**src/rtl/psps_pkg.sv**
```systemverilog
// shared types, codes and constants of the pressure sensor poll sequencer
// no dependencies; imported by psps_core, psps_outq and the top level
`default_nettype none

package psps_pkg;

    // counter width of the pending request fields
    localparam int unsigned CNT_W               = 5;
    localparam int unsigned MAX_CAPACITY        = 31;
    localparam int unsigned DEFAULT_QUEUE_DEPTH = 16;

    // result queue between the sequencer and the output port
    localparam int unsigned OUTQ_DEPTH = 4;
    localparam int unsigned OUTQ_PTR_W = 2;
    localparam int unsigned OUTQ_CNT_W = 3;

    // register file
    localparam int unsigned APB_ADDR_W           = 3;
    localparam logic        REG_CHANGE_THRESHOLD = 1'b0;
    localparam logic [31:0] THRESHOLD_RESET      = 32'd1000;

    // raw to millipascal conversion
    localparam int unsigned MPA_SCALE_FINE   = 244;
    localparam int unsigned MPA_SCALE_COARSE = 576;
    localparam int unsigned COARSE_SHIFT     = 12;

    // spi frames
    localparam logic [7:0] SPI_RST_ADDR  = 8'h61;
    localparam logic [7:0] SPI_RST_VAL   = 8'h80;
    localparam logic [7:0] SPI_CFG_ADDR  = 8'h60;
    localparam logic [7:0] SPI_CFG_VAL0  = 8'hc0;
    localparam logic [7:0] SPI_CFG_VAL1  = 8'h08;
    localparam logic [7:0] SPI_CFG_VAL2  = 8'h00;
    localparam logic [7:0] SPI_READ_ADDR = 8'he8;
    localparam logic [2:0] SPI_CNT_RST   = 3'd2;
    localparam logic [2:0] SPI_CNT_CFG   = 3'd4;
    localparam logic [2:0] SPI_CNT_READ  = 3'd6;

    typedef enum logic [1:0] {
        CMD_READ,
        CMD_WAIT,
        CMD_SPI_DONE,
        CMD_TIMER
    } t_cmd;

    typedef enum logic [1:0] {
        KIND_SPI,
        KIND_TIMER,
        KIND_REPORT,
        KIND_REJECT
    } t_kind;

    typedef enum logic [2:0] {
        PH_UNINIT,
        PH_RESETTING,
        PH_INITIALIZING,
        PH_IDLE,
        PH_READING,
        PH_WAITING
    } t_phase;

    typedef struct packed {
        t_kind            kind;
        logic [2:0]       spi_count;
        logic [7:0]       spi_byte0;
        logic [7:0]       spi_byte1;
        logic [7:0]       spi_byte2;
        logic [7:0]       spi_byte3;
        logic [31:0]      pressure_mpa;
        logic [CNT_W-1:0] reads_served;
        logic [CNT_W-1:0] waits_served;
        logic             last;
    } t_result;

    // results produced by one transaction, first one goes out first
    typedef struct packed {
        logic [1:0] num;
        t_result    first;
        t_result    second;
    } t_push;

    localparam t_result RES_ZERO = '0;

endpackage

`default_nettype wire

```
**src/rtl/pressure_sensor_poll_sequencer.sv**
```systemverilog
// top level of the pressure sensor poll sequencer: register port, input register,
// sequencer core and result queue; depends on psps_pkg, psps_core, psps_outq
//
//   channel   direction  handshake              payload
//   event     in         i_valid / o_stall      i_cmd, i_rx_press_low/mid/high
//   result    out        o_valid / i_stall      o_kind .. o_last
//   config    in         psel/penable/pready    paddr, pwdata, prdata
//
// an event is registered in the input register (raw to mpa done on the way in), and
// its results enter the queue when it moves on; one event per cycle moves on while the
// queue has room for two. a report plus timer start needs a pop for each result, so a
// run of such events is held back by the one-result-per-cycle output port.
// synchronous reset clears phase, counters, stored pressure and the queue. o_stall is
// high while an event waits in the input register and the queue holds three or more.
`default_nettype none

module pressure_sensor_poll_sequencer import psps_pkg::*; #(
    parameter int unsigned QUEUE_DEPTH = DEFAULT_QUEUE_DEPTH
) (
    input  wire logic                  i_clk,
    input  wire logic                  i_rst_n,
    // event channel
    input  wire logic                  i_valid,
    output logic                       o_stall,
    input  wire logic [1:0]            i_cmd,
    input  wire logic [7:0]            i_rx_press_low,
    input  wire logic [7:0]            i_rx_press_mid,
    input  wire logic [7:0]            i_rx_press_high,
    // result channel
    output logic                       o_valid,
    input  wire logic                  i_stall,
    output logic [1:0]                 o_kind,
    output logic [2:0]                 o_spi_count,
    output logic [7:0]                 o_spi_byte0,
    output logic [7:0]                 o_spi_byte1,
    output logic [7:0]                 o_spi_byte2,
    output logic [7:0]                 o_spi_byte3,
    output logic [31:0]                o_pressure_mpa,
    output logic [4:0]                 o_reads_served,
    output logic [4:0]                 o_waits_served,
    output logic                       o_last,
    // register port
    input  wire logic                  psel,
    input  wire logic                  penable,
    input  wire logic                  pwrite,
    input  wire logic [APB_ADDR_W-1:0] paddr,
    input  wire logic [31:0]           pwdata,
    output logic [31:0]                prdata,
    output logic                       pready
);

    logic        threshold_wr;
    logic [31:0] r_threshold;
    logic        reg_sel;

    logic        r_in_valid;
    logic        n_in_valid;
    t_cmd        r_cmd;
    logic [31:0] r_mpa;
    logic [23:0] raw;
    logic [31:0] n_mpa;
    logic        in_accept;
    logic        consume;

    t_push       push;
    t_result     head;
    logic        q_space;
    logic        q_valid;

    // register port
    assign pready       = 1'b1;
    assign reg_sel      = (paddr[APB_ADDR_W-1:2] == REG_CHANGE_THRESHOLD);
    assign threshold_wr = psel && penable && pwrite && reg_sel;
    assign prdata       = reg_sel ? r_threshold : '0;

    always_ff @(posedge i_clk) begin
        if (!i_rst_n) begin
            r_threshold <= THRESHOLD_RESET;
        end else if (threshold_wr) begin
            r_threshold <= pwdata;
        end
    end

    // input register
    assign raw   = {i_rx_press_high, i_rx_press_mid, i_rx_press_low};
    assign n_mpa = 32'(raw) * 32'(MPA_SCALE_FINE)
                 + 32'(raw >> COARSE_SHIFT) * 32'(MPA_SCALE_COARSE);

    assign consume    = r_in_valid && q_space;
    assign o_stall    = r_in_valid && !q_space;
    assign in_accept  = i_valid && !o_stall;
    assign n_in_valid = in_accept || (r_in_valid && !consume);

    always_ff @(posedge i_clk) begin
        if (!i_rst_n) begin
            r_in_valid <= 1'b0;
        end else begin
            r_in_valid <= n_in_valid;
        end
    end

    always_ff @(posedge i_clk) begin
        if (in_accept) begin
            r_cmd <= t_cmd'(i_cmd);
            r_mpa <= n_mpa;
        end
    end

    psps_core #(
        .QUEUE_DEPTH (QUEUE_DEPTH)
    ) u_core (
        .i_clk       (i_clk),
        .i_rst_n     (i_rst_n),
        .i_go        (consume),
        .i_cmd       (r_cmd),
        .i_mpa       (r_mpa),
        .i_threshold (r_threshold),
        .o_push      (push)
    );

    psps_outq u_outq (
        .i_clk   (i_clk),
        .i_rst_n (i_rst_n),
        .i_push  (push),
        .i_pop   (!i_stall),
        .o_head  (head),
        .o_valid (q_valid),
        .o_space (q_space)
    );

    assign o_valid        = q_valid;
    assign o_kind         = head.kind;
    assign o_spi_count    = head.spi_count;
    assign o_spi_byte0    = head.spi_byte0;
    assign o_spi_byte1    = head.spi_byte1;
    assign o_spi_byte2    = head.spi_byte2;
    assign o_spi_byte3    = head.spi_byte3;
    assign o_pressure_mpa = head.pressure_mpa;
    assign o_reads_served = head.reads_served;
    assign o_waits_served = head.waits_served;
    assign o_last         = head.last;

`ifndef SYNTHESIS
    // a report is always followed by a timer start
    a_report_not_last: assert property (@(posedge i_clk) disable iff (!i_rst_n)
        o_valid && (o_kind == KIND_REPORT) |-> !o_last)
        else $error("report marked as final result");

    // a reject is the only result of its transaction
    a_reject_last: assert property (@(posedge i_clk) disable iff (!i_rst_n)
        o_valid && (o_kind == KIND_REJECT) |-> o_last)
        else $error("reject not marked as final result");

    // a report serves somebody
    a_report_served: assert property (@(posedge i_clk) disable iff (!i_rst_n)
        o_valid && (o_kind == KIND_REPORT) |->
        ((o_reads_served != '0) || (o_waits_served != '0)))
        else $error("report with nobody served");

    // a held event stays in the input register unchanged
    a_in_hold: assert property (@(posedge i_clk) disable iff (!i_rst_n)
        r_in_valid && !consume |=> r_in_valid && $stable(r_cmd) && $stable(r_mpa))
        else $error("held event lost or changed");
`endif

endmodule

`default_nettype wire

```
**src/rtl/psps_outq.sv**
```systemverilog
// small result queue; two results of one transaction drain one per cycle if popped
// depends on psps_pkg
`default_nettype none

module psps_outq import psps_pkg::*; (
    input  wire logic    i_clk,
    input  wire logic    i_rst_n,
    input  wire t_push   i_push,
    input  wire logic    i_pop,
    output t_result      o_head,
    output logic         o_valid,
    output logic         o_space
);

    t_result                r_mem [OUTQ_DEPTH];
    logic [OUTQ_PTR_W-1:0]  r_wr;
    logic [OUTQ_PTR_W-1:0]  r_rd;
    logic [OUTQ_CNT_W-1:0]  r_count;
    logic [OUTQ_PTR_W-1:0]  wr_next;
    logic                   pop_ok;

    assign wr_next = r_wr + OUTQ_PTR_W'(1);
    assign pop_ok  = i_pop && (r_count != '0);

    always_ff @(posedge i_clk) begin
        if (i_push.num != 2'd0) begin
            r_mem[r_wr] <= i_push.first;
        end
        if (i_push.num == 2'd2) begin
            r_mem[wr_next] <= i_push.second;
        end
    end

    always_ff @(posedge i_clk) begin
        if (!i_rst_n) begin
            r_wr    <= '0;
            r_rd    <= '0;
            r_count <= '0;
        end else begin
            r_wr    <= r_wr + OUTQ_PTR_W'(i_push.num);
            r_rd    <= r_rd + OUTQ_PTR_W'(pop_ok);
            r_count <= r_count + OUTQ_CNT_W'(i_push.num) - OUTQ_CNT_W'(pop_ok);
        end
    end

    assign o_head  = r_mem[r_rd];
    assign o_valid = (r_count != '0);
    // room for the worst case of two results
    assign o_space = (r_count <= OUTQ_CNT_W'(OUTQ_DEPTH - 2));

endmodule

`default_nettype wire

```
**src/rtl/psps_core.sv**
```systemverilog
// sensor phase sequencing, request counting and change detection
// depends on psps_pkg; fed by the input register of the top level
`default_nettype none

module psps_core import psps_pkg::*; #(
    parameter int unsigned QUEUE_DEPTH = DEFAULT_QUEUE_DEPTH
) (
    input  wire logic        i_clk,
    input  wire logic        i_rst_n,
    input  wire logic        i_go,
    input  wire t_cmd        i_cmd,
    input  wire logic [31:0] i_mpa,
    input  wire logic [31:0] i_threshold,
    output t_push            o_push
);

    localparam int unsigned CAPACITY =
        (QUEUE_DEPTH > MAX_CAPACITY) ? MAX_CAPACITY : QUEUE_DEPTH;
    localparam logic [CNT_W:0] CAP_SUM = (CNT_W + 1)'(CAPACITY);

    t_phase           r_phase;
    t_phase           n_phase;
    logic [31:0]      r_stored;
    logic [31:0]      n_stored;
    logic [CNT_W-1:0] r_reads;
    logic [CNT_W-1:0] n_reads;
    logic [CNT_W-1:0] r_waits;
    logic [CNT_W-1:0] n_waits;

    logic [CNT_W:0]   pend_sum;
    logic             q_full;
    logic             has_pending;
    logic [31:0]      mag;
    logic             changed;
    logic [CNT_W-1:0] serve_waits;
    t_push            push;

    assign pend_sum    = {1'b0, r_reads} + {1'b0, r_waits};
    assign q_full      = (pend_sum >= CAP_SUM);
    assign has_pending = (pend_sum != '0);
    assign mag         = (r_stored >= i_mpa) ? (r_stored - i_mpa) : (i_mpa - r_stored);
    assign changed     = (mag >= i_threshold);
    assign serve_waits = changed ? r_waits : '0;

    // next phase
    always_comb begin
        n_phase = r_phase;
        if (i_go) begin
            unique case (i_cmd)
                CMD_READ: begin
                    if (!q_full) begin
                        if (r_phase == PH_UNINIT) begin
                            n_phase = PH_RESETTING;
                        end else if (r_phase == PH_IDLE) begin
                            n_phase = PH_READING;
                        end
                    end
                end
                CMD_WAIT: begin
                end
                CMD_SPI_DONE: begin
                    unique case (r_phase)
                        PH_RESETTING:    n_phase = PH_INITIALIZING;
                        PH_INITIALIZING: n_phase = PH_WAITING;
                        PH_READING:      n_phase = PH_WAITING;
                        default:         n_phase = r_phase;
                    endcase
                end
                CMD_TIMER: begin
                    if (r_phase == PH_WAITING) begin
                        n_phase = has_pending ? PH_READING : PH_IDLE;
                    end
                end
                default: n_phase = r_phase;
            endcase
        end
    end

    // results and counters
    always_comb begin
        n_stored    = r_stored;
        n_reads     = r_reads;
        n_waits     = r_waits;
        push.num    = 2'd0;
        push.first  = RES_ZERO;
        push.second = RES_ZERO;
        if (i_go) begin
            unique case (i_cmd)
                CMD_READ, CMD_WAIT: begin
                    if (q_full) begin
                        push.num        = 2'd1;
                        push.first.kind = KIND_REJECT;
                    end else if (i_cmd == CMD_READ) begin
                        n_reads = r_reads + CNT_W'(1);
                        if (r_phase == PH_UNINIT) begin
                            push.num             = 2'd1;
                            push.first.kind      = KIND_SPI;
                            push.first.spi_count = SPI_CNT_RST;
                            push.first.spi_byte0 = SPI_RST_ADDR;
                            push.first.spi_byte1 = SPI_RST_VAL;
                        end else if (r_phase == PH_IDLE) begin
                            push.num             = 2'd1;
                            push.first.kind      = KIND_SPI;
                            push.first.spi_count = SPI_CNT_READ;
                            push.first.spi_byte0 = SPI_READ_ADDR;
                        end
                    end else begin
                        n_waits = r_waits + CNT_W'(1);
                    end
                end
                CMD_SPI_DONE: begin
                    unique case (r_phase)
                        PH_RESETTING: begin
                            push.num             = 2'd1;
                            push.first.kind      = KIND_SPI;
                            push.first.spi_count = SPI_CNT_CFG;
                            push.first.spi_byte0 = SPI_CFG_ADDR;
                            push.first.spi_byte1 = SPI_CFG_VAL0;
                            push.first.spi_byte2 = SPI_CFG_VAL1;
                            push.first.spi_byte3 = SPI_CFG_VAL2;
                        end
                        PH_INITIALIZING: begin
                            push.num        = 2'd1;
                            push.first.kind = KIND_TIMER;
                        end
                        PH_READING: begin
                            n_reads = '0;
                            n_waits = r_waits - serve_waits;
                            if (changed) begin
                                n_stored = i_mpa;
                            end
                            if ((r_reads != '0) || (serve_waits != '0)) begin
                                push.num                = 2'd2;
                                push.first.kind         = KIND_REPORT;
                                push.first.pressure_mpa = i_mpa;
                                push.first.reads_served = r_reads;
                                push.first.waits_served = serve_waits;
                                push.second.kind        = KIND_TIMER;
                            end else begin
                                push.num        = 2'd1;
                                push.first.kind = KIND_TIMER;
                            end
                        end
                        default: begin
                        end
                    endcase
                end
                CMD_TIMER: begin
                    if ((r_phase == PH_WAITING) && has_pending) begin
                        push.num             = 2'd1;
                        push.first.kind      = KIND_SPI;
                        push.first.spi_count = SPI_CNT_READ;
                        push.first.spi_byte0 = SPI_READ_ADDR;
                    end
                end
                default: begin
                end
            endcase
        end
        // mark the final result of the transaction
        if (push.num == 2'd1) begin
            push.first.last = 1'b1;
        end
        if (push.num == 2'd2) begin
            push.second.last = 1'b1;
        end
    end

    always_ff @(posedge i_clk) begin
        if (!i_rst_n) begin
            r_phase  <= PH_UNINIT;
            r_stored <= '0;
            r_reads  <= '0;
            r_waits  <= '0;
        end else begin
            r_phase  <= n_phase;
            r_stored <= n_stored;
            r_reads  <= n_reads;
            r_waits  <= n_waits;
        end
    end

    assign o_push = push;

endmodule

`default_nettype wire

```
**config.mk**
```make
export PLATFORM = sky130hd
export DESIGN_NAME = pressure_sensor_poll_sequencer
export DESIGN_NICKNAME = d
export VERILOG_FILES = /design/src/rtl/psps_pkg.sv /design/src/rtl/pressure_sensor_poll_sequencer.sv /design/src/rtl/psps_outq.sv /design/src/rtl/psps_core.sv
export SDC_FILE = /design/constraint.sdc
export NUM_CORES = 1
export LEC_CHECK = 0
export BUFFER_PORTS_ARGS = -buffer_cell sky130_fd_sc_hd__buf_4
export CAP_MARGIN = 40
export CORE_MARGIN = 8
export CORE_UTILIZATION = 35
export CTS_CLUSTER_SIZE = 25
export DETAILED_ROUTE_END_ITERATION = 7
export GPL_TIMING_DRIVEN = 1
export HOLD_SLACK_MARGIN = 0.06
export PLACE_DENSITY = 0.62
export SYNTH_ARGS = -nofsm -noshare
export SYNTH_HDL_FRONTEND = slang
export SYNTH_SLANG_ARGS = --single-unit
```
**constraint.sdc**
```tcl
create_clock -name i_clk -period 11.7 [get_ports i_clk]
set_input_delay 0.585 -clock i_clk [delete_from_list [all_inputs] [get_ports i_clk]]
set_output_delay 0.585 -clock i_clk [all_outputs]
set_load 0.005 [all_outputs]
```
* After elaboration in Yosys (flattened, before gate mapping)
Memories as Yosys holds them, arrays and structs flattened. A register that Yosys moved wholly into a read port is not among the register bits. Index checks and enable logic that the tools add are counted.
Cells by class: muxes and demuxes 44, reductions and logical operators 30, eq/ne operators 18, add/subtract/negate cells 12, bitwise gates (word level) 1, $lt $le $gt $ge 4, multiply operators 2
Operators with widths (number):
- 42-bit 2-to-1 mux | 2
- 81-bit 2-to-1 mux | 1
- 32-bit >= comparator | 2
- 32-bit 2-to-1 mux | 2
- 32-bit subtractor | 2
- 58-bit 2-to-1 mux | 1
- 15-bit case mux with 3 select lines | 1
- 14-bit 2-to-1 mux | 3
- 35-bit 2-to-1 mux | 1
- 5-bit 2-to-1 mux | 7
- 32-bit by 22-bit adder with 32-bit output | 1
- 24-bit by 6-bit multiplier with 30-bit output (second input constant) | 1
- 23-bit 2-to-1 mux | 1
- 5-bit case mux with 2 select lines | 2
- 19-bit 2-to-1 mux | 1
- 12-bit by 4-bit multiplier with 16-bit output (second input constant) | 1
- 8-bit case mux with 2 select lines | 1
- 3-bit 2-to-1 mux | 5
- 4-bit case mux with 3 select lines | 1
- 5-bit by 1-bit adder with 5-bit output (second input constant) | 2
- 5-bit AND reduction | 2
- 5-bit nonzero test | 2
- 1-bit logical AND | 9
- 3-bit case mux with 3 select lines | 1
- other kinds (34) | 59
Word-level totals: RAM bits 320, flip-flop bits (word level) 119, word-level logic and storage cells 123, memories 1
Memories:
- u_outq.r_mem | words 4, bits a word 80, read ports 1, clocked after memory_dff 1, write ports 2, RTL line psps_outq.sv:15 | t_result r_mem [OUTQ_DEPTH];

* Depth between registers and ports, before layout
Gate-level depths: netlist of the first run.
depth in word-level cells 13, mapped depth 29, mapped depth without buffers 28

* Modules after synthesis
A second synthesis of the first run with hierarchy kept.
Second synthesis, totals: cell total of the unflattened synthesis 2766, area, all modules 31261.2 µm²
By module, submodules not included:
- psps_outq | cells each 819, area an instance 15813.9 µm², instances 1, sequential area each 9749.4 µm²
- psps_core | cells each 1139, area an instance 7996.4 µm², instances 1, sequential area each 900.9 µm²
- pressure_sensor_poll_sequencer | cells each 808, area an instance 7450.9 µm², instances 1, sequential area each 1621.6 µm²

* Least setup slack after synthesis of the first run
No wires, ideal clock.
path kind register to register, start point register r_mpa[3], end point register u_outq.r_count[2], library setup time 128 ps, data arrival time 5863 ps, required time 11572 ps, period minus slack after synthesis 5990 ps, cell stages (with the launch flop) 26, path buffers 2, setup slack 5710 ps, cell sequence edfxtp_1 -> inv_1 -> fa_1 -> a21oi_1 -> o211ai_1 -> a32oi_1 -> o2111ai_1 -> nand2_1 -> buf_2 -> buf_1 -> a21oi_1 -> xor2_1 -> ha_1 -> a21o_1 -> a21o_1 -> a2111oi_0 -> o21ai_1 -> or4_4 -> o2bb2ai_4 -> nor2_1 -> inv_1 -> ha_1 -> fa_1 -> xnor2_1 -> xnor2_1 -> nor2_1
Between the ends: longest elaborated chain between the ends 12
RTL lines:
- start: declaration | RTL line pressure_sensor_poll_sequencer.sv:59 | logic [31:0] r_mpa;
- start signal: assignment | RTL line pressure_sensor_poll_sequencer.sv:105 | r_mpa <= n_mpa;
- 32-bit subtractor / 32-bit >= comparator (equally long branches) | RTL line psps_core.sv:41 | assign mag = (r_stored >= i_mpa) ? (r_stored - i_mpa) : (i_mpa - r_stored);
- 32-bit 2-to-1 mux (*) | RTL line psps_core.sv:41
- 32-bit >= comparator (*) | RTL line psps_core.sv:42 | assign changed = (mag >= i_threshold);
- 5-bit 2-to-1 mux (*) | RTL line psps_core.sv:43 | assign serve_waits = changed ? r_waits : '0;
- 5-bit nonzero test (*) | RTL line psps_core.sv:132 | if ((r_reads != '0) || (serve_waits != '0)) begin
- 1-bit logical OR (*) | RTL line psps_core.sv:132
- 4-bit 2-to-1 mux (*) | RTL line psps_core.sv:132
- 4-bit case mux with 3 select lines (*) | RTL line psps_core.sv:112 | unique case (r_phase)
- 15-bit case mux with 3 select lines (*) | RTL line psps_core.sv:88 | unique case (i_cmd)
- 81-bit 2-to-1 mux (*) | RTL line psps_core.sv:87 | if (i_go) begin
- 3-bit by 2-bit adder with 3-bit output (*) | RTL line psps_outq.sv:42 | r_count <= r_count + OUTQ_CNT_W'(i_push.num) - OUTQ_CNT_W'(pop_ok);
- 3-bit by 1-bit subtractor with 3-bit output (*) | RTL line psps_outq.sv:42
- end signal: assignment | RTL line psps_outq.sv:42
- end: declaration | RTL line psps_outq.sv:18 | logic [OUTQ_CNT_W-1:0] r_count;
Every way passes the cells marked *; elsewhere a longest branch is shown, timed or not. A chain may end at the register's enable or synchronous reset.

* Worst setup path after layout of the first run
Same ends and word-level chain as after synthesis.

==> results.txt, run 1 <==
----------------------------------------------------
[Status]
  Status ... complete, no violations

[Cells and area]
  NumNets Final ... between 2k and 3k
  Highest-count cells in the layout ignoring fill and taps ... 273 x sky130_fd_sc_hd__dfxtp_1, 202 x sky130_fd_sc_hd__nor2_1, 197 x sky130_fd_sc_hd__ha_1
  Synth-to-layout area growth ... 13.3%
  Commonest non-fill, non-tap cell in the layout ... sky130_fd_sc_hd__dfxtp_1
  Diodes inserted ... 0
  Final std cell area, no fill ... between 20,000 and 25,000 um^2
  Fraction of final layout cells sized beyond drive strength 1 ... 13.0%
  Core utilization of the finished layout ... 40.0%

[Hold path]
  Worst hold path depth ... 1
  Path type of the worst min-delay path ... input pin to register
  Hold Crit Endpoint ... r_cmd[0]$_DFFE_PP_
  Worst Min Path Start ... i_cmd[0]

[Clock tree]
  Clk pin slew, worst setup/hold paths ... roughly 0.06 ns
  Clock tree from TritonCTS ... yes
  Gates resized, CTS repair ... 0
  Clk Latency, worst-skew pair ... roughly 0.54 ns
  Worst-case clock buffer depth ... 3
  TritonCTS buffer count ... 36
  Clock root cell ... sky130_fd_sc_hd__clkbuf_16
  H-tree levels ... 2
  Hold bufs inserted after CTS ... 0
  Num Clock Sinks ... around 320
  Buffers inserted during post-CTS setup optimization ... 0

[Placement]
  Placed instance area ... around 23,000 um^2
  RD Place Congestion ... 0.897
  Quantity of I/O buffers inserted on ports ... 152
  Post-detailed-placement half-perimeter wirelength ... ~46,000 um

[Die]
  Die span in x ... about 260 um
  Num ports ... about 180
  Row count ... 90
  Overall die area ... about 69,000 um^2
  Core area ... between 60,000 and 70,000 um^2
  Starting utilization of the core area ... about 35%
  Die height ... between 200 and 300 um

[Synth]
  Avg Cell Area, Syn ... 9.45 um^2
  Yosys top cell area share ... between 20% and 30%
  Post-synth EDFFs ... 40
  Proportion of synthesized flip-flops having asynchronous set or reset ... 0%
  Dominant register cell in the synthesized netlist ... sky130_fd_sc_hd__dfxtp_1
  Cells after synthesis ... 2,257
  Cell type with the highest aggregate area in the netlist ... sky130_fd_sc_hd__dfxtp_1
  YS warnings ... 0
  Count of state elements after synthesis ... ~320
  Sequential fraction of the synthesis area ... between 30% and 40%
  Yosys cell types ... 76
  Cell types occupying the most area after synthesis ... sky130_fd_sc_hd__dfxtp_1 26%, sky130_fd_sc_hd__ha_1 12%, sky130_fd_sc_hd__fa_1 6.9%, sky130_fd_sc_hd__edfxtp_1 5.6%, sky130_fd_sc_hd__a22o_1 5.5%
  Summed instance area of the synthesized netlist ... between 20,000 and 25,000 um^2

[Pwr]
  Part of the total power dissipated in sequential elements ... roughly a quarter
  Power, Total ... about 0.0054 W
  Cell internal power dissipation ... between 0.003 and 0.004 W
  Worst vdd rail ir drop ... approximately 0.00011 V
  Switching part of the total ... a little over two fifths
  Clock network power share ... around a fifth
  Proportion of power drawn by combinational gates ... 53.7%
  Power Dens Cells ... approximately 220 nW/um^2
  Reported leakage power ... between 10 and 15 nW
  Reported net switching power ... 0.00233 W

[GRT]
  Number of global-route vias before repair ... 17.5k
  First-pass GRT wire length ... between 90,000 and 100,000 um
  Largest net degree at the start of global routing ... 52
  GRT Util Overall ... 17.5%
  Number of antenna violations at the first check in global routing ... 0
  Total congestion overflow after global routing ... 0

[Setup path]
  Endpoint class of the critical path ... register
  Critical path start-end classification ... register to register
  Largest fanout of any net on the critical path ... between 40 and 50
  Sort of element at the start of the critical path ... register
  CP Data Arrival Time ... around 8.2 ns
  Req. time, crit path ... approximately 12 ns
  Destination of the worst register-to-register timing path ... u_outq.r_count[2]$_SDFF_PN0_
  Startpoint of the lowest-slack register-to-register path ... r_mpa[3]$_DFFE_PP_
  Worst-case reg-to-reg path depth ... 25
  Register-to-register setup slack ... 3.90 ns

[STA]
  Final Hold Violating Endpoints ... 0
  Final critical-path share of the clock period ... between 60% and 70%
  Unrepaired setup endpoints after global routing ... false
  Slew headroom ... a little under two fifths
  Number of max-slew violations in the final report ... 0
  Setup violations, final ... 0
  Transition time at the pin with the least slew margin ... a little over 0.9 ns
  Max frequency ... roughly 130 MHz
  Worst Hold Margin ... around 0.22 ns
  Setup_tns ... 0 ns
  Time the final worst path needs with I/O delays and setup ... ~7.8 ns
  Max Clock Skew ... ~0.033 ns

[Route]
  Remaining DRCs ... 0
  First-pass iteration count of the detailed router ... 7
  Vias per std cell ... roughly 5.5
  Count of nets left with antenna violations after detail routing ... 0
  Overall routed net length ... roughly 63,000 um
  Detailed-route via count ... about 17k
  Initial detailed-routing violation count ... ~1.3k
  WL per Instance ... 19.9 um

[Run]
  Number of max-capacitance violations reported ... 0

----------------------------------------------------
==> synth_stat cells (all sizes together), types with 59 or more instances <==
| library cell | count |
|---|---|
| a21o | 63 |
| o21ai | 68 |
| a22o | 134 |
| ha | 197 |
| a21oi | 179 |
| dfxtp | 275 |
| nor2 | 205 |
| fa | 73 |
| clkbuf | 83 |
| inv | 156 |
| mux2i | 59 |
| nand2 | 166 |
| buf | 68 |
==> final cells by class <==
cell class | count | area, um^2
Inverter | 157 | 589
Fill cell | 5962 | 36200
Tap cell | 782 | 978
Clock buffer | 49 | 1040
Timing Repair Buffer | 175 | 1350
Clock inverter | 15 | 96.3
Sequential cell | 315 | 6710
Multi-Input combinational cell | 1660 | 13400
==> critical path, stage by stage, from the launching register on <==
cell and delay [ns]:
sky130_fd_sc_hd__edfxtp_1 0.74, sky130_fd_sc_hd__inv_1 0.19, sky130_fd_sc_hd__fa_1 0.47, sky130_fd_sc_hd__a21oi_1 0.23
sky130_fd_sc_hd__o211ai_1 0.25, sky130_fd_sc_hd__a32oi_1 0.34, sky130_fd_sc_hd__o2111ai_1 0.23, sky130_fd_sc_hd__nand2_1 0.12
sky130_fd_sc_hd__buf_4 0.47, sky130_fd_sc_hd__mux2i_1 0.47, sky130_fd_sc_hd__a211o_1 0.23, sky130_fd_sc_hd__xor2_1 0.30
sky130_fd_sc_hd__ha_1 0.17, sky130_fd_sc_hd__nand2_1 0.08, sky130_fd_sc_hd__nor3_1 0.34, sky130_fd_sc_hd__o2111ai_1 0.18
sky130_fd_sc_hd__a31oi_1 0.51, sky130_fd_sc_hd__nand2b_1 0.23, sky130_fd_sc_hd__o2bb2ai_4 0.14, sky130_fd_sc_hd__nor2_1 0.69
sky130_fd_sc_hd__inv_1 0.10, sky130_fd_sc_hd__ha_1 0.33, sky130_fd_sc_hd__fa_1 0.44, sky130_fd_sc_hd__xnor2_1 0.18
sky130_fd_sc_hd__xnor2_1 0.13, sky130_fd_sc_hd__nor2_1 0.05
==> metal layers <==
layer / vias to the layer above / track usage, % / share of wire [%]
li1: 8235 / - / -
met1: 8576 / 22.6 / 45
met2: 497 / 29.4 / 47
met3: 103 / 3.12 / 5.6
met4: 0 / 5.67 / 3.2
met5: - / 0 / 0
==> registers in the layout, summed over array words and instances (netlist names) <==
register and cells:
r_mpa 30, u_core.r_stored 30, r_in_valid 1, u_core.r_waits 5, u_outq.r_wr 2, u_outq.r_mem 200, u_core.r_reads 5, u_core.r_phase 3
u_outq.r_rd 2, u_outq.r_count 3, r_cmd 2, r_threshold 32
==> cells by family (layout without fill, tap and decap cells) <==
kind of cell / after synthesis / after routing / synth area share [%]
AOI/OAI and AO/OA: 609 / 609 / 20.0
xor gates and xnor gates: 88 / 88 / 3.61
adders and majority gates: 270 / 270 / 18.4
buffers and inverters: 308 / 396 / 6.41
DFF: 315 / 315 / 31.4
muxes: 111 / 111 / 8.15
other: 2 / 28 / 0.0352
and+or+nand+nor: 554 / 554 / 11.9
==> stage by stage <==
stage | setup WS, ns | instances
final | 3.90 | 3153
after global routing | 3.63 | 3153
after CTS | 4.08 | 3153
after detailed placement | 4.12 | 3089
after global placement | 4.06 | 3083
after floorplan | 5.71 | 2283
==> power by group through the flow <==
stage,registers [W],clock network [W],logic (W)
2_1_floorplan,0.00134,0,0.00214
3_3_place_gp,0.00142,0,0.00277
3_5_place_dp,0.00143,0,0.00285
4_1_cts,0.00141,0.00111,0.00286
5_1_grt,0.00142,0.00116,0.00321
6_report,0.00140,0.00109,0.00289
==> how the worst max path moves through the flow <==
stage	startpoint	to	slack, ns	depth (start not counted)
after floorplan	r_mpa[3]$_DFFE_PP_	u_outq.r_count[2]$_SDFF_PN0_	5.71	25
after global placement	r_mpa[3]$_DFFE_PP_	u_outq.r_count[2]$_SDFF_PN0_	4.06	26
after detailed placement	r_mpa[3]$_DFFE_PP_	u_outq.r_count[2]$_SDFF_PN0_	4.12	25
after CTS	r_mpa[3]$_DFFE_PP_	u_outq.r_count[2]$_SDFF_PN0_	4.08	25
after global routing	r_mpa[3]$_DFFE_PP_	u_outq.r_count[2]$_SDFF_PN0_	3.63	25
final	r_mpa[3]$_DFFE_PP_	u_outq.r_count[2]$_SDFF_PN0_	3.90	25
Power figures use the tool's default switching activity.
==> run 2, diff against run 1 <==
Clock period 11.7 ns to 7.9 ns, I/O delays scaled along.
==> run 2 against run 1 <==
Net effect: power increased by 50%; fmax increased by 9.1%; critical path depth increased by 1; sequential share of layout area decreased by 0.18 points; worst hold slack got worse by 0.13 ns; sequential power increased by 47%; wire length increased by 1.4%; non-clock buffer count increased by 18.
==> results.txt, run 2 (synthesis results as in run 1) <==
----------------------------------------------------
[Setup path]
  Startpoint of the lowest-slack register-to-register path ... r_mpa[2]$_DFFE_PP_
  Req. time, crit path ... around 8.3 ns
  Destination of the worst register-to-register timing path ... u_outq.r_count[2]$_SDFF_PN0_
  CP Data Arrival Time ... around 7.5 ns
  Register-to-register setup slack ... between 0.7 and 0.8 ns
  Endpoint class of the critical path ... register
  Largest fanout of any net on the critical path ... 41
  Sort of element at the start of the critical path ... register
  Critical path start-end classification ... register to register
  Worst-case reg-to-reg path depth ... 26

[Die]
  Starting utilization of the core area ... between 30% and 40%
  Row count ... 90
  Die height ... approximately 260 um
  Num ports ... between 150 and 200
  Die span in x ... 263 um
  Overall die area ... slightly below 70,000 um^2
  Core area ... between 60,000 and 70,000 um^2

[Route]
  Count of nets left with antenna violations after detail routing ... 0
  Vias per std cell ... 5.50
  Initial detailed-routing violation count ... roughly 1.2k
  WL per Instance ... around 20 um
  Detailed-route via count ... around 17k
  Remaining DRCs ... 0
  Overall routed net length ... about 64,000 um
  First-pass iteration count of the detailed router ... 5

[Cells and area]
  Largest registers ... u_outq.r_mem: 200 flops, r_threshold: 32 flops
  Core utilization of the finished layout ... about 40%
  Flip-flop count of the largest register, all copies and words added ... 200
  Register bank with the most flops ... u_outq.r_mem
  Fraction of final layout cells sized beyond drive strength 1 ... 13.6%
  Synth-to-layout area growth ... 14.0%
  Cell Count, Final, Fillers Out ... ~3.2k
  NumNets Final ... 2,699
  Commonest non-fill, non-tap cell in the layout ... sky130_fd_sc_hd__dfxtp_1
  Highest-count cells in the layout ignoring fill and taps ... 273 x sky130_fd_sc_hd__dfxtp_1, 202 x sky130_fd_sc_hd__nor2_1, 197 x sky130_fd_sc_hd__ha_1

[Clock tree]
  Clock root cell ... sky130_fd_sc_hd__clkbuf_16
  H-tree levels ... 2
  Num Clock Sinks ... about 320
  Worst-case clock buffer depth ... 3
  Clk Latency, worst-skew pair ... 0.54 ns
  Gates resized, CTS repair ... 0
  TritonCTS buffer count ... 34
  Clock tree from TritonCTS ... yes
  Clk pin slew, worst setup/hold paths ... approximately 0.07 ns

[STA]
  Setup violations, final ... 0
  Time the final worst path needs with I/O delays and setup ... 7.15 ns
  Transition time at the pin with the least slew margin ... between 0.8 and 0.9 ns
  Final critical-path share of the clock period ... 90.5%
  Number of max-slew violations in the final report ... 0
  Max Clock Skew ... between 0.02 and 0.025 ns
  Final Hold Violating Endpoints ... 0
  Setup_tns ... 0 ns
  Max frequency ... 140 MHz
  Unrepaired setup endpoints after global routing ... false
  Slew headroom ... about two fifths

[Hold path]
  Hold Crit Endpoint ... r_threshold[5]$_SDFFE_PN1P_
  Worst hold path depth ... 3
  Path type of the worst min-delay path ... input pin to register
  Worst Min Path Start ... pwdata[5]

[GRT]
  Number of global-route vias before repair ... roughly 18k
  Largest net degree at the start of global routing ... between 50 and 60
  Number of antenna violations at the first check in global routing ... 1
  First-pass GRT wire length ... 99,800 um
  Total congestion overflow after global routing ... 0
  GRT Util Overall ... between 10% and 20%

[Placement]
  Quantity of I/O buffers inserted on ports ... 152
  Placed Instances ... ~3.1k
  RD Place Congestion ... 0.923
  Post-detailed-placement half-perimeter wirelength ... ~48,000 um

[Pwr]
  Worst vdd rail ir drop ... roughly 0.00019 V
  Power, Total ... 0.00807 W
  Reported leakage power ... around 10 nW
  Power Dens Cells ... approximately 330 nW/um^2

[Run]
  Number of max-capacitance violations reported ... 0

[Status]
  Status ... complete, no violations

----------------------------------------------------
## run 2: worst max-delay path, cell delays in order, from the launching register on
cell	delay (ns)
sky130_fd_sc_hd__edfxtp_1	0.65
sky130_fd_sc_hd__ha_1	0.22
sky130_fd_sc_hd__inv_1	0.06
sky130_fd_sc_hd__fa_1	0.38
sky130_fd_sc_hd__a21oi_1	0.25
sky130_fd_sc_hd__o211ai_1	0.25
sky130_fd_sc_hd__a32oi_1	0.38
sky130_fd_sc_hd__o2111ai_1	0.23
sky130_fd_sc_hd__nand2_1	0.23
sky130_fd_sc_hd__buf_12	0.26
sky130_fd_sc_hd__mux2i_1	0.49
sky130_fd_sc_hd__o22ai_1	0.19
sky130_fd_sc_hd__xor2_1	0.18
sky130_fd_sc_hd__ha_1	0.31
sky130_fd_sc_hd__o21a_1	0.20
sky130_fd_sc_hd__o211ai_1	0.16
sky130_fd_sc_hd__o21ai_1	0.19
sky130_fd_sc_hd__or4_4	0.65
sky130_fd_sc_hd__o2bb2ai_4	0.33
sky130_fd_sc_hd__nor3b_1	0.12
sky130_fd_sc_hd__nor2b_1	0.24
sky130_fd_sc_hd__ha_1	0.18
sky130_fd_sc_hd__inv_1	0.04
sky130_fd_sc_hd__fa_1	0.37
sky130_fd_sc_hd__xnor2_1	0.18
sky130_fd_sc_hd__xnor2_1	0.15
sky130_fd_sc_hd__nor2_1	0.05
## run 2: layout make-up
cell class                      instances  area [um^2]
Fill cell                            5959        36000
Multi-Input combinational cell       1660        13400
Sequential cell                       315         6710
Timing Repair Buffer                  193         1520
Tap cell                              782          978
Clock buffer                           45          955
Inverter                              157          589
Clock inverter                         16          164
Antenna cell                            1         2.50
## run 2: through the flow
step	setup WS (ns)	area, um^2	hold slack (ns)
6_report	0.750	24300	0.0884
5_1_grt	0.407	24300	0.0886
4_1_cts	0.834	24300	0.0662
3_5_place_dp	0.869	23200	0.446
3_3_place_gp	0.879	23100	0.439
2_1_floorplan	1.91	21400	0.433
## run 2: how the worst max path moves through the flow
stage          slack (ns)  cells past startpoint                        endpoint               start
3_3_place_gp         0.88                     27    u_outq.r_count[2]$_SDFF_PN0_  r_mpa[2]$_DFFE_PP_
5_1_grt              0.41                     27  u_core.r_waits[4]$_SDFFE_PN0P_  r_mpa[2]$_DFFE_PP_
4_1_cts              0.83                     26    u_outq.r_count[2]$_SDFF_PN0_  r_mpa[2]$_DFFE_PP_
2_1_floorplan        1.91                     25    u_outq.r_count[2]$_SDFF_PN0_  r_mpa[3]$_DFFE_PP_
6_report             0.75                     26    u_outq.r_count[2]$_SDFF_PN0_  r_mpa[2]$_DFFE_PP_
3_5_place_dp         0.87                     26    u_outq.r_count[2]$_SDFF_PN0_  r_mpa[2]$_DFFE_PP_
## run 2: power breakdown
part / leakage, nW / internal (W) / switching, W
Clock: 0.548 / 0.000931 / 0.000691
Sequential: 2.61 / 0.00185 / 0.000218
Combinational: 7.17 / 0.00177 / 0.00261
## run 2: timing repair
item                                    CTS  global route
setup buffers                             0             0
endpoints found under the setup margin    0             0
hold endpoints to repair                  2             0
hold buffers                              2             0
## run 2: metal layers
layer	vias to the layer above	GRT usage, %	share of wire [%]
met1	8568	23.0	44
met3	100	2.19	5.1
li1	8254	-	-
met2	515	30.2	48
met4	0	5.67	3.0
met5	-	0	0
